--- src/hw/rtl/bsi_pkg.sv ---
`timescale 1ns / 1ps
`default_nettype none
// ----------------------------------------------------------------------------
// bsi_pkg
// Operation codes and the command/status bundles between the sequencer and
// the datapath of the bounded sorted-set intersection block.
// ----------------------------------------------------------------------------
package bsi_pkg;

    localparam logic [1:0] OP_PUSH_LEFT  = 2'd0;
    localparam logic [1:0] OP_PUSH_RIGHT = 2'd1;
    localparam logic [1:0] OP_RUN        = 2'd2;

    typedef struct packed {
        logic push_left;
        logic push_right;
        logic run_start;
        logic skip_adv;
        logic trim_dec;
        logic rd_trim;
        logic merge_i;
        logic merge_j;
        logic ld_elem;
        logic ld_sum;
    } t_cmd;

    typedef struct packed {
        logic j_lt_rend;
        logic i_lt_lcnt;
        logic r_lt_lo;
        logic r_gt_hi;
        logic a_lt_b;
        logic b_lt_a;
        logic out_free;
    } t_status;

endpackage
`default_nettype wire

--- src/hw/rtl/bsi_ram.sv ---
`timescale 1ns / 1ps
`default_nettype none
// ----------------------------------------------------------------------------
// bsi_ram
// Simple dual-port RAM: one write port, one read port, registered read data.
// ----------------------------------------------------------------------------
module bsi_ram #(
    parameter int WIDTH = 32,
    parameter int DEPTH = 32
) (
    input  wire logic                     i_clk,
    input  wire logic                     i_we,
    input  wire logic [$clog2(DEPTH)-1:0] i_waddr,
    input  wire logic [WIDTH-1:0]         i_wdata,
    input  wire logic [$clog2(DEPTH)-1:0] i_raddr,
    output      logic [WIDTH-1:0]         o_rdata
);

    logic [WIDTH-1:0] r_mem [DEPTH];

    always_ff @(posedge i_clk) begin
        if (i_we) begin
            r_mem[i_waddr] <= i_wdata;
        end
        o_rdata <= r_mem[i_raddr];
    end

endmodule
`default_nettype wire

--- src/hw/rtl/bsi_datapath.sv ---
`timescale 1ns / 1ps
`default_nettype none
// ----------------------------------------------------------------------------
// bsi_datapath
// List stores, walk indices, bounds, match counter and result register.
// ----------------------------------------------------------------------------
module bsi_datapath #(
    parameter int LIST_DEPTH = 32,
    parameter int ID_WIDTH   = 32
) (
    input  wire logic            i_clk,
    input  wire logic            i_rst_n,
    input  wire bsi_pkg::t_cmd   i_cmd,
    output      bsi_pkg::t_status o_status,
    input  wire logic [31:0]     i_value,
    input  wire logic [31:0]     i_lower_bound,
    input  wire logic [31:0]     i_upper_bound,
    input  wire logic            i_ready,
    output      logic            o_valid,
    output      logic [31:0]     o_common_value,
    output      logic            o_is_element,
    output      logic [5:0]      o_match_count,
    output      logic            o_last
);
    import bsi_pkg::*;

    localparam int SW = (ID_WIDTH < 32) ? ID_WIDTH : 32;
    localparam int AW = $clog2(LIST_DEPTH);
    localparam int CW = $clog2(LIST_DEPTH + 1);
    localparam logic [CW-1:0] FULL = CW'(LIST_DEPTH);

    logic [CW-1:0] r_i, n_i, r_j, n_j, r_rend, n_rend;
    logic [CW-1:0] r_lcnt, n_lcnt, r_rcnt, n_rcnt, r_n, n_n;
    logic [SW-1:0] r_lo, r_hi;
    logic          r_ovalid;
    logic [31:0]   r_ovalue;
    logic          r_oelem;
    logic [5:0]    r_ocnt;
    logic [SW-1:0] w_ldata, w_rdata;
    logic [AW-1:0] w_raddr_r;
    logic [CW-1:0] w_rend_m1;
    logic          w_lwe, w_rwe;

    assign w_lwe = i_cmd.push_left  && (r_lcnt != FULL);
    assign w_rwe = i_cmd.push_right && (r_rcnt != FULL);

    always_comb begin
        n_i    = r_i;
        n_j    = r_j;
        n_rend = r_rend;
        n_lcnt = r_lcnt;
        n_rcnt = r_rcnt;
        n_n    = r_n;
        if (i_cmd.run_start) begin
            n_i    = '0;
            n_j    = '0;
            n_rend = r_rcnt;
            n_n    = '0;
        end
        if (i_cmd.merge_i) begin
            n_i = r_i + 1'b1;
        end
        if (i_cmd.skip_adv || i_cmd.merge_j) begin
            n_j = r_j + 1'b1;
        end
        if (i_cmd.trim_dec) begin
            n_rend = r_rend - 1'b1;
        end
        if (i_cmd.ld_elem) begin
            n_n = r_n + 1'b1;
        end
        if (w_lwe) begin
            n_lcnt = r_lcnt + 1'b1;
        end
        if (w_rwe) begin
            n_rcnt = r_rcnt + 1'b1;
        end
        if (i_cmd.ld_sum) begin
            n_lcnt = '0;
            n_rcnt = '0;
        end
    end

    // read addresses follow the next index so data lines up with the index
    assign w_rend_m1 = n_rend - 1'b1;
    assign w_raddr_r = i_cmd.rd_trim ? w_rend_m1[AW-1:0] : n_j[AW-1:0];

    bsi_ram #(.WIDTH(SW), .DEPTH(LIST_DEPTH)) u_left_ram (
        .i_clk   (i_clk),
        .i_we    (w_lwe),
        .i_waddr (r_lcnt[AW-1:0]),
        .i_wdata (i_value[SW-1:0]),
        .i_raddr (n_i[AW-1:0]),
        .o_rdata (w_ldata)
    );

    bsi_ram #(.WIDTH(SW), .DEPTH(LIST_DEPTH)) u_right_ram (
        .i_clk   (i_clk),
        .i_we    (w_rwe),
        .i_waddr (r_rcnt[AW-1:0]),
        .i_wdata (i_value[SW-1:0]),
        .i_raddr (w_raddr_r),
        .o_rdata (w_rdata)
    );

    always_ff @(posedge i_clk) begin
        if (!i_rst_n) begin
            r_lcnt   <= '0;
            r_rcnt   <= '0;
            r_ovalid <= 1'b0;
        end else begin
            r_lcnt <= n_lcnt;
            r_rcnt <= n_rcnt;
            if (i_cmd.ld_elem || i_cmd.ld_sum) begin
                r_ovalid <= 1'b1;
            end else if (i_ready) begin
                r_ovalid <= 1'b0;
            end
        end
    end

    always_ff @(posedge i_clk) begin
        r_i    <= n_i;
        r_j    <= n_j;
        r_rend <= n_rend;
        r_n    <= n_n;
        if (i_cmd.run_start) begin
            r_lo <= i_lower_bound[SW-1:0];
            r_hi <= i_upper_bound[SW-1:0];
        end
        if (i_cmd.ld_elem) begin
            r_ovalue <= 32'(w_rdata);
            r_oelem  <= 1'b1;
            r_ocnt   <= '0;
        end else if (i_cmd.ld_sum) begin
            r_ovalue <= '0;
            r_oelem  <= 1'b0;
            r_ocnt   <= 6'(r_n);
        end
    end

    always_comb begin
        o_status.j_lt_rend = r_j < r_rend;
        o_status.i_lt_lcnt = r_i < r_lcnt;
        o_status.r_lt_lo   = w_rdata < r_lo;
        o_status.r_gt_hi   = w_rdata > r_hi;
        o_status.a_lt_b    = w_ldata < w_rdata;
        o_status.b_lt_a    = w_rdata < w_ldata;
        o_status.out_free  = !r_ovalid || i_ready;
    end

    assign o_valid        = r_ovalid;
    assign o_common_value = r_ovalue;
    assign o_is_element   = r_oelem;
    assign o_match_count  = r_ocnt;
    assign o_last         = !r_oelem;

endmodule
`default_nettype wire

--- src/hw/rtl/bsi_ctrl.sv ---
`timescale 1ns / 1ps
`default_nettype none
// ----------------------------------------------------------------------------
// bsi_ctrl
// Sequencer: loads, lower-bound skip, upper-bound trim, merge walk, summary.
// ----------------------------------------------------------------------------
module bsi_ctrl (
    input  wire logic             i_clk,
    input  wire logic             i_rst_n,
    input  wire logic             i_valid,
    output      logic             o_ready,
    input  wire logic [1:0]       i_operation,
    input  wire bsi_pkg::t_status i_status,
    output      bsi_pkg::t_cmd    o_cmd
);
    import bsi_pkg::*;

    localparam logic [2:0] S_IDLE  = 3'd0;
    localparam logic [2:0] S_SKIP  = 3'd1;
    localparam logic [2:0] S_TRIM  = 3'd2;
    localparam logic [2:0] S_MERGE = 3'd3;
    localparam logic [2:0] S_SUM   = 3'd4;

    logic [2:0] r_state, n_state;

    always_comb begin
        n_state = r_state;
        o_cmd   = '0;
        o_ready = 1'b0;
        case (r_state)
            S_IDLE: begin
                o_ready = 1'b1;
                if (i_valid) begin
                    case (i_operation)
                        OP_PUSH_LEFT:  o_cmd.push_left  = 1'b1;
                        OP_PUSH_RIGHT: o_cmd.push_right = 1'b1;
                        OP_RUN: begin
                            o_cmd.run_start = 1'b1;
                            n_state         = S_SKIP;
                        end
                        default: ;
                    endcase
                end
            end
            S_SKIP: begin
                if (i_status.j_lt_rend && i_status.r_lt_lo) begin
                    o_cmd.skip_adv = 1'b1;
                end else begin
                    o_cmd.rd_trim = 1'b1;
                    n_state       = S_TRIM;
                end
            end
            S_TRIM: begin
                if (i_status.j_lt_rend && i_status.r_gt_hi) begin
                    o_cmd.trim_dec = 1'b1;
                    o_cmd.rd_trim  = 1'b1;
                end else begin
                    n_state = S_MERGE;
                end
            end
            S_MERGE: begin
                if (!(i_status.i_lt_lcnt && i_status.j_lt_rend)) begin
                    n_state = S_SUM;
                end else if (i_status.a_lt_b) begin
                    o_cmd.merge_i = 1'b1;
                end else if (i_status.b_lt_a) begin
                    o_cmd.merge_j = 1'b1;
                end else if (i_status.out_free) begin
                    o_cmd.ld_elem = 1'b1;
                    o_cmd.merge_i = 1'b1;
                    o_cmd.merge_j = 1'b1;
                end
            end
            S_SUM: begin
                if (i_status.out_free) begin
                    o_cmd.ld_sum = 1'b1;
                    n_state      = S_IDLE;
                end
            end
            default: n_state = S_IDLE;
        endcase
    end

    always_ff @(posedge i_clk) begin
        if (!i_rst_n) begin
            r_state <= S_IDLE;
        end else begin
            r_state <= n_state;
        end
    end

endmodule
`default_nettype wire

--- src/hw/rtl/bounded_sorted_set_intersect.sv ---
`timescale 1ns / 1ps
`default_nettype none
// ----------------------------------------------------------------------------
// bounded_sorted_set_intersect
// Intersection of two ascending ID lists with bounds on the right list.
// ----------------------------------------------------------------------------
// Push transactions load one element into the left or right store; pushes to
// a full store are dropped. After a run transaction is accepted the input
// stays closed through the skip, trim, merge and summary phases: right
// elements below the lower bound are skipped, those above the upper bound
// are trimmed, then merge steps run, one per cycle unless the output stalls,
// each one read of each store's RAM port. Common elements stream out in
// order, then a summary transaction (last set) carries the match count and
// both stores are emptied. Output stalls hold the merge walk and the summary.
// ----------------------------------------------------------------------------
module bounded_sorted_set_intersect #(
    parameter int LIST_DEPTH = 32,
    parameter int ID_WIDTH   = 32
) (
    input  wire logic        i_clk,
    input  wire logic        i_rst_n,
    input  wire logic        i_valid,
    output      logic        o_ready,
    input  wire logic [1:0]  i_operation,
    input  wire logic [31:0] i_value,
    input  wire logic [31:0] i_lower_bound,
    input  wire logic [31:0] i_upper_bound,
    output      logic        o_valid,
    input  wire logic        i_ready,
    output      logic [31:0] o_common_value,
    output      logic        o_is_element,
    output      logic [5:0]  o_match_count,
    output      logic        o_last
);
    import bsi_pkg::*;

    t_cmd    w_cmd;
    t_status w_status;

    bsi_ctrl u_ctrl (
        .i_clk       (i_clk),
        .i_rst_n     (i_rst_n),
        .i_valid     (i_valid),
        .o_ready     (o_ready),
        .i_operation (i_operation),
        .i_status    (w_status),
        .o_cmd       (w_cmd)
    );

    bsi_datapath #(.LIST_DEPTH(LIST_DEPTH), .ID_WIDTH(ID_WIDTH)) u_datapath (
        .i_clk          (i_clk),
        .i_rst_n        (i_rst_n),
        .i_cmd          (w_cmd),
        .o_status       (w_status),
        .i_value        (i_value),
        .i_lower_bound  (i_lower_bound),
        .i_upper_bound  (i_upper_bound),
        .i_ready        (i_ready),
        .o_valid        (o_valid),
        .o_common_value (o_common_value),
        .o_is_element   (o_is_element),
        .o_match_count  (o_match_count),
        .o_last         (o_last)
    );

    a_elem_needs_match: assert property (@(posedge i_clk) disable iff (!i_rst_n)
        w_cmd.ld_elem |-> w_status.out_free && !w_status.a_lt_b && !w_status.b_lt_a)
        else $error("element loaded without a match or a free slot");

    a_single_load: assert property (@(posedge i_clk) disable iff (!i_rst_n)
        !(w_cmd.ld_elem && w_cmd.ld_sum))
        else $error("element and summary loaded together");

    a_no_accept_in_run: assert property (@(posedge i_clk) disable iff (!i_rst_n)
        o_ready |-> !(w_cmd.skip_adv || w_cmd.trim_dec || w_cmd.merge_i
                      || w_cmd.merge_j || w_cmd.ld_sum))
        else $error("input ready while a run is in progress");

    a_elem_count_zero: assert property (@(posedge i_clk) disable iff (!i_rst_n)
        w_cmd.ld_elem |=> o_valid && o_is_element && o_match_count == 6'd0)
        else $error("element transaction not presented correctly");

endmodule
`default_nettype wire

--- config.mk ---
export PLATFORM = sky130hd
export DESIGN_NAME = bounded_sorted_set_intersect
export DESIGN_NICKNAME = d
export VERILOG_FILES = /design/src/hw/rtl/bsi_pkg.sv /design/src/hw/rtl/bsi_ram.sv /design/src/hw/rtl/bsi_datapath.sv /design/src/hw/rtl/bsi_ctrl.sv /design/src/hw/rtl/bounded_sorted_set_intersect.sv
export SDC_FILE = /design/constraint.sdc
export NUM_CORES = 2
export LEC_CHECK = 0
export BUFFER_PORTS_ARGS = -buffer_cell sky130_fd_sc_hd__buf_2
export CAP_MARGIN = 10
export CELL_PAD_IN_SITES_DETAIL_PLACEMENT = 1
export CELL_PAD_IN_SITES_GLOBAL_PLACEMENT = 1
export CORE_MARGIN = 5
export CORE_UTILIZATION = 50
export DETAILED_ROUTE_END_ITERATION = 16
export GPL_TIMING_DRIVEN = 0
export HOLD_SLACK_MARGIN = 0.1
export PLACE_DENSITY_LB_ADDON = 0.1
export SETUP_SLACK_MARGIN = 0.4
export SLEW_MARGIN = 40
export SYNTH_ARGS = -nofsm -noshare
export SYNTH_HDL_FRONTEND = slang
export SYNTH_SLANG_ARGS = --single-unit
--- constraint.sdc ---
create_clock -name i_clk -period 8.2 [get_ports i_clk]
set_clock_uncertainty 0.05 [all_clocks]
set_input_delay 2.46 -clock i_clk [delete_from_list [all_inputs] [get_ports i_clk]]
set_output_delay 2.46 -clock i_clk [all_outputs]
set_load 0.03 [all_outputs]
==> out/results.tsv <==
stage	metric	value	unit
global_routing	largest net degree at the start of global routing	65	
pwr	Max VDD drop	0.248	mV
yosys	Yosys warnings	0	
placed_design	Buffers on Ports	143	
global_routing	number of global-route vias before repair	54200	
critical_path	Worst Setup End Kind	flip-flop	
clocking	Setup Fix Bufs, Post-CTS	0	
final_layout	commonest non-fill, non-tap cell in the layout	edfxtp_1	
yosys	Synth area leader	edfxtp_1	
global_routing	first-pass GRT wire length	389000	um
route	wire per inst	32.5	um
yosys	post-synthesis cell area	0.0881	sq mm
worst_hold_path	Hold WC Path Type	reg2reg	
timing	Final period util	86.8	%
clocking	clock root buffer	clkbuf_16	
yosys	Synth Area in XOR/XNOR	0.199	%
final_layout	Area Growth Syn to Fin	17.0	%
clocking	CTS tree	built	
clocking	post-CTS resize count	0	
yosys	Adder-Cell Fraction of Synth Area	1.68	%
clocking	Worst-path clk slew	0.06	ns
floorplan	Initial Utilization	50.1	%
floorplan	die width	430	um
yosys	proportion of netlist area held by the largest area contributor	73.4	%
route	final wirelength	275000	um
yosys	Simple-Gate Fraction of Synth Area	7.93	%
floorplan	core area	0.176	sq mm
run_status	status	complete, no violations	
final_layout	commonest non-fill, non-tap cells in the layout	edfxtp_1, nand2_1, nand3_1, clkbuf_16, clkbuf_1	
yosys	Synth async-reset ratio	0	%
route	via-per-instance ratio	6.10	
yosys	Synth Area in Compound Gates	4.37	%
clocking	CTS Sinks	2255	
run	Max-Cap Viols	0	
final_layout	fin util	58.7	%
final_layout	area of the multi-input gates	0.0203	sq mm
route	DRT iter0 DRCs	5331	
critical_path	worst endpoint data arrival time	7.85	ns
pwr	Total Power	32100	uW
floorplan	io pins	144	
timing	Setup-failing EPs final	0	
floorplan	Die Ht	430	um
yosys	largest cells by area after synthesis	edfxtp_1, mux4_2, nand2_1	
yosys	Mapped Nets	5610	
route	DR vias	51600	
floorplan	Site Rows	154	
final_layout	Sequential Area	0.0667	sq mm
clocking	Skew-Pair Late Insertion Delay	0.86	ns
final_layout	Filler cells	15900	
timing	RSZ-0062 raised after global routing	no	
yosys	post-synthesis mux area share	8.11	%
clocking	cts bufs inserted	225	
timing	Final Max Slew Viols	0	
critical_path	Startpoint Class	flip-flop	
yosys	Post-synth EDFFs	2153	
clocking	Clock Tree Buf Depth	3	
placed_design	RD Place Congestion	0.854	
timing	Slew @ Worst Pin	0.957	ns
yosys	register area share after synthesis	75.7	%
yosys	FF+latch count, synth	2255	
yosys	largest family of logic cells by synthesized area	multiplexers	
final_layout	nets@finish	6130	
critical_path	critical path class	reg2reg	
timing	slew margin rel.	36.2	%
route	Remaining DRCs	0	
yosys	post-synth cell types	73	
floorplan	full die area	0.185	sq mm
pwr	Cell Pwr Density	311	mW/mm^2
yosys	Avg Cell Area, Syn	16.3	sq um
clocking	# hold bufs at CTS	0	
route	first-pass iteration count of the detailed router	7	
critical_path	Required @ worst endpoint	8.92	ns
route	Final ANT Viol Nets	0	
final_layout	share of cells above drive strength 1	18.6	%
critical_path	CP Max Fanout	10	
clocking	H-tree levels	4	
global_routing	GRT overflow	0	
timing	min cycle time layout	7.12	ns
global_routing	overall routing resource usage	29.4	%
timing	Fin. Hold Viols	0	
yosys	Syn Inst Count	5390	
pwr	Lkg Pwr	0.0359	uW
placed_design	post-DP HPWL	191000	um
yosys	Main synth FF type	edfxtp_1	
global_routing	initial antenna violation count	10	
timing	Hold WS	0.430	ns
timing	Max Freq	0.140	GHz
path summary, 6_finish.rpt:
path | depth (start not counted) | to | startpoint | slack (ns)
worst min-delay path | 2 | u_datapath.o_is_element | u_datapath.o_is_element | 0.43
worst max register to register | 18 | u_datapath.u_left_ram.o_rdata[4] | u_datapath.u_right_ram.o_rdata[21] | 1.08
worst max-delay path | 18 | u_datapath.u_left_ram.o_rdata[4] | u_datapath.u_right_ram.o_rdata[21] | 1.08
worst min register to register | 2 | u_datapath.o_is_element | u_datapath.o_is_element | 0.43
metal layers:
metal / vias up / GRT usage [%] / share of wire, %
met5: - / 0 / 0
met4: 0 / 13.4 / 5.3
met3: 455 / 3.87 / 5.8
met2: 1979 / 49.7 / 50
met1: 27200 / 38.2 / 39
li1: 21900 / - / -
metrics by stage:
step                      std cells  worst slack [ns]  instance area, sq um  setup TNS, ns
after global placement         7873             -1.85                 91800         -45.32
after floorplan                5390              1.67                 88100              0
final                          8455              1.08                103000              0
after detailed placement       8022             0.293                 95700              0
after global routing           8447              1.03                103000              0
after CTS                      8446              1.03                103000              0
area by class of cell:
cell class / instances / area share [%]
Antenna cell: 8 / 0.0194
Buffer: 287 / 1.28
Clock buffer: 289 / 5.85
Clock inverter: 135 / 1.25
Inverter: 131 / 0.482
Multi-Input combinational cell: 2717 / 19.7
Sequential cell: 2255 / 64.7
Tap cell: 2340 / 2.84
Timing Repair Buffer: 293 / 3.89
synthesized netlist by cell type (all sizes together), types with 3 or more instances:
cell type and number:
o21a 4, ha 118, and3 36, nand3 325
nand2b 9, clkbuf 176, o21ai 35, a211o 37
nor2 210, a31oi 68, nor4 6, mux4 190
a222oi 32, o221ai 31, mux2 65, nand4 81
mux2i 209, a221oi 3, a21o 7, o211ai 7
o21bai 3, o22ai 69, or2 4, nand3b 5
and4 3, a32oi 32, a21oi 79, nand2 833
nor3 47, edfxtp 2153, inv 130, xor2 6
o22a 31, and2 8, dfxtp 102, a211oi 67
or3 10, o31ai 6, xnor2 14, nor2b 4
buf 111
power by group:
group / internal, uW / switching [uW]
clock network: 5870 / 4430
logic: 3090 / 5440
registers: 12900 / 338
critical path: stages, from the launching register on:
cell,delay [ns]
dfxtp_1,0.69
inv_1,0.31
ha_1,0.39
nand4_1,0.17
nor4_2,0.67
nand2_1,0.21
or3_1,0.39
nor2_1,0.10
o21bai_1,0.19
and2_1,0.31
a21oi_1,0.41
buf_2,0.35
clkbuf_1,0.69
clkbuf_1,0.59
nand2_1,0.13
nand3_1,0.11
nand4_1,0.24
o22ai_1,0.74
a211o_1,0.24
sequential cells by signal, indices dropped and copies added, names as in the netlist, 32 cells and up:
register	flops
u_datapath.u_right_ram.r_mem	1024
u_datapath.o_common_value	32
u_datapath.u_left_ram.r_mem	1024
u_datapath.r_hi	32
u_datapath.u_left_ram.o_rdata	32
u_datapath.u_right_ram.o_rdata	32
u_datapath.r_lo	32
cell families after synthesis:
family,Yosys count
flops,2255
fa+ha+maj,118
compound gates,527
xor+xnor,20
buf+inv,418
mux,464
simple gates,1588
No activity file was read; power rests on OpenSTA's default activity.
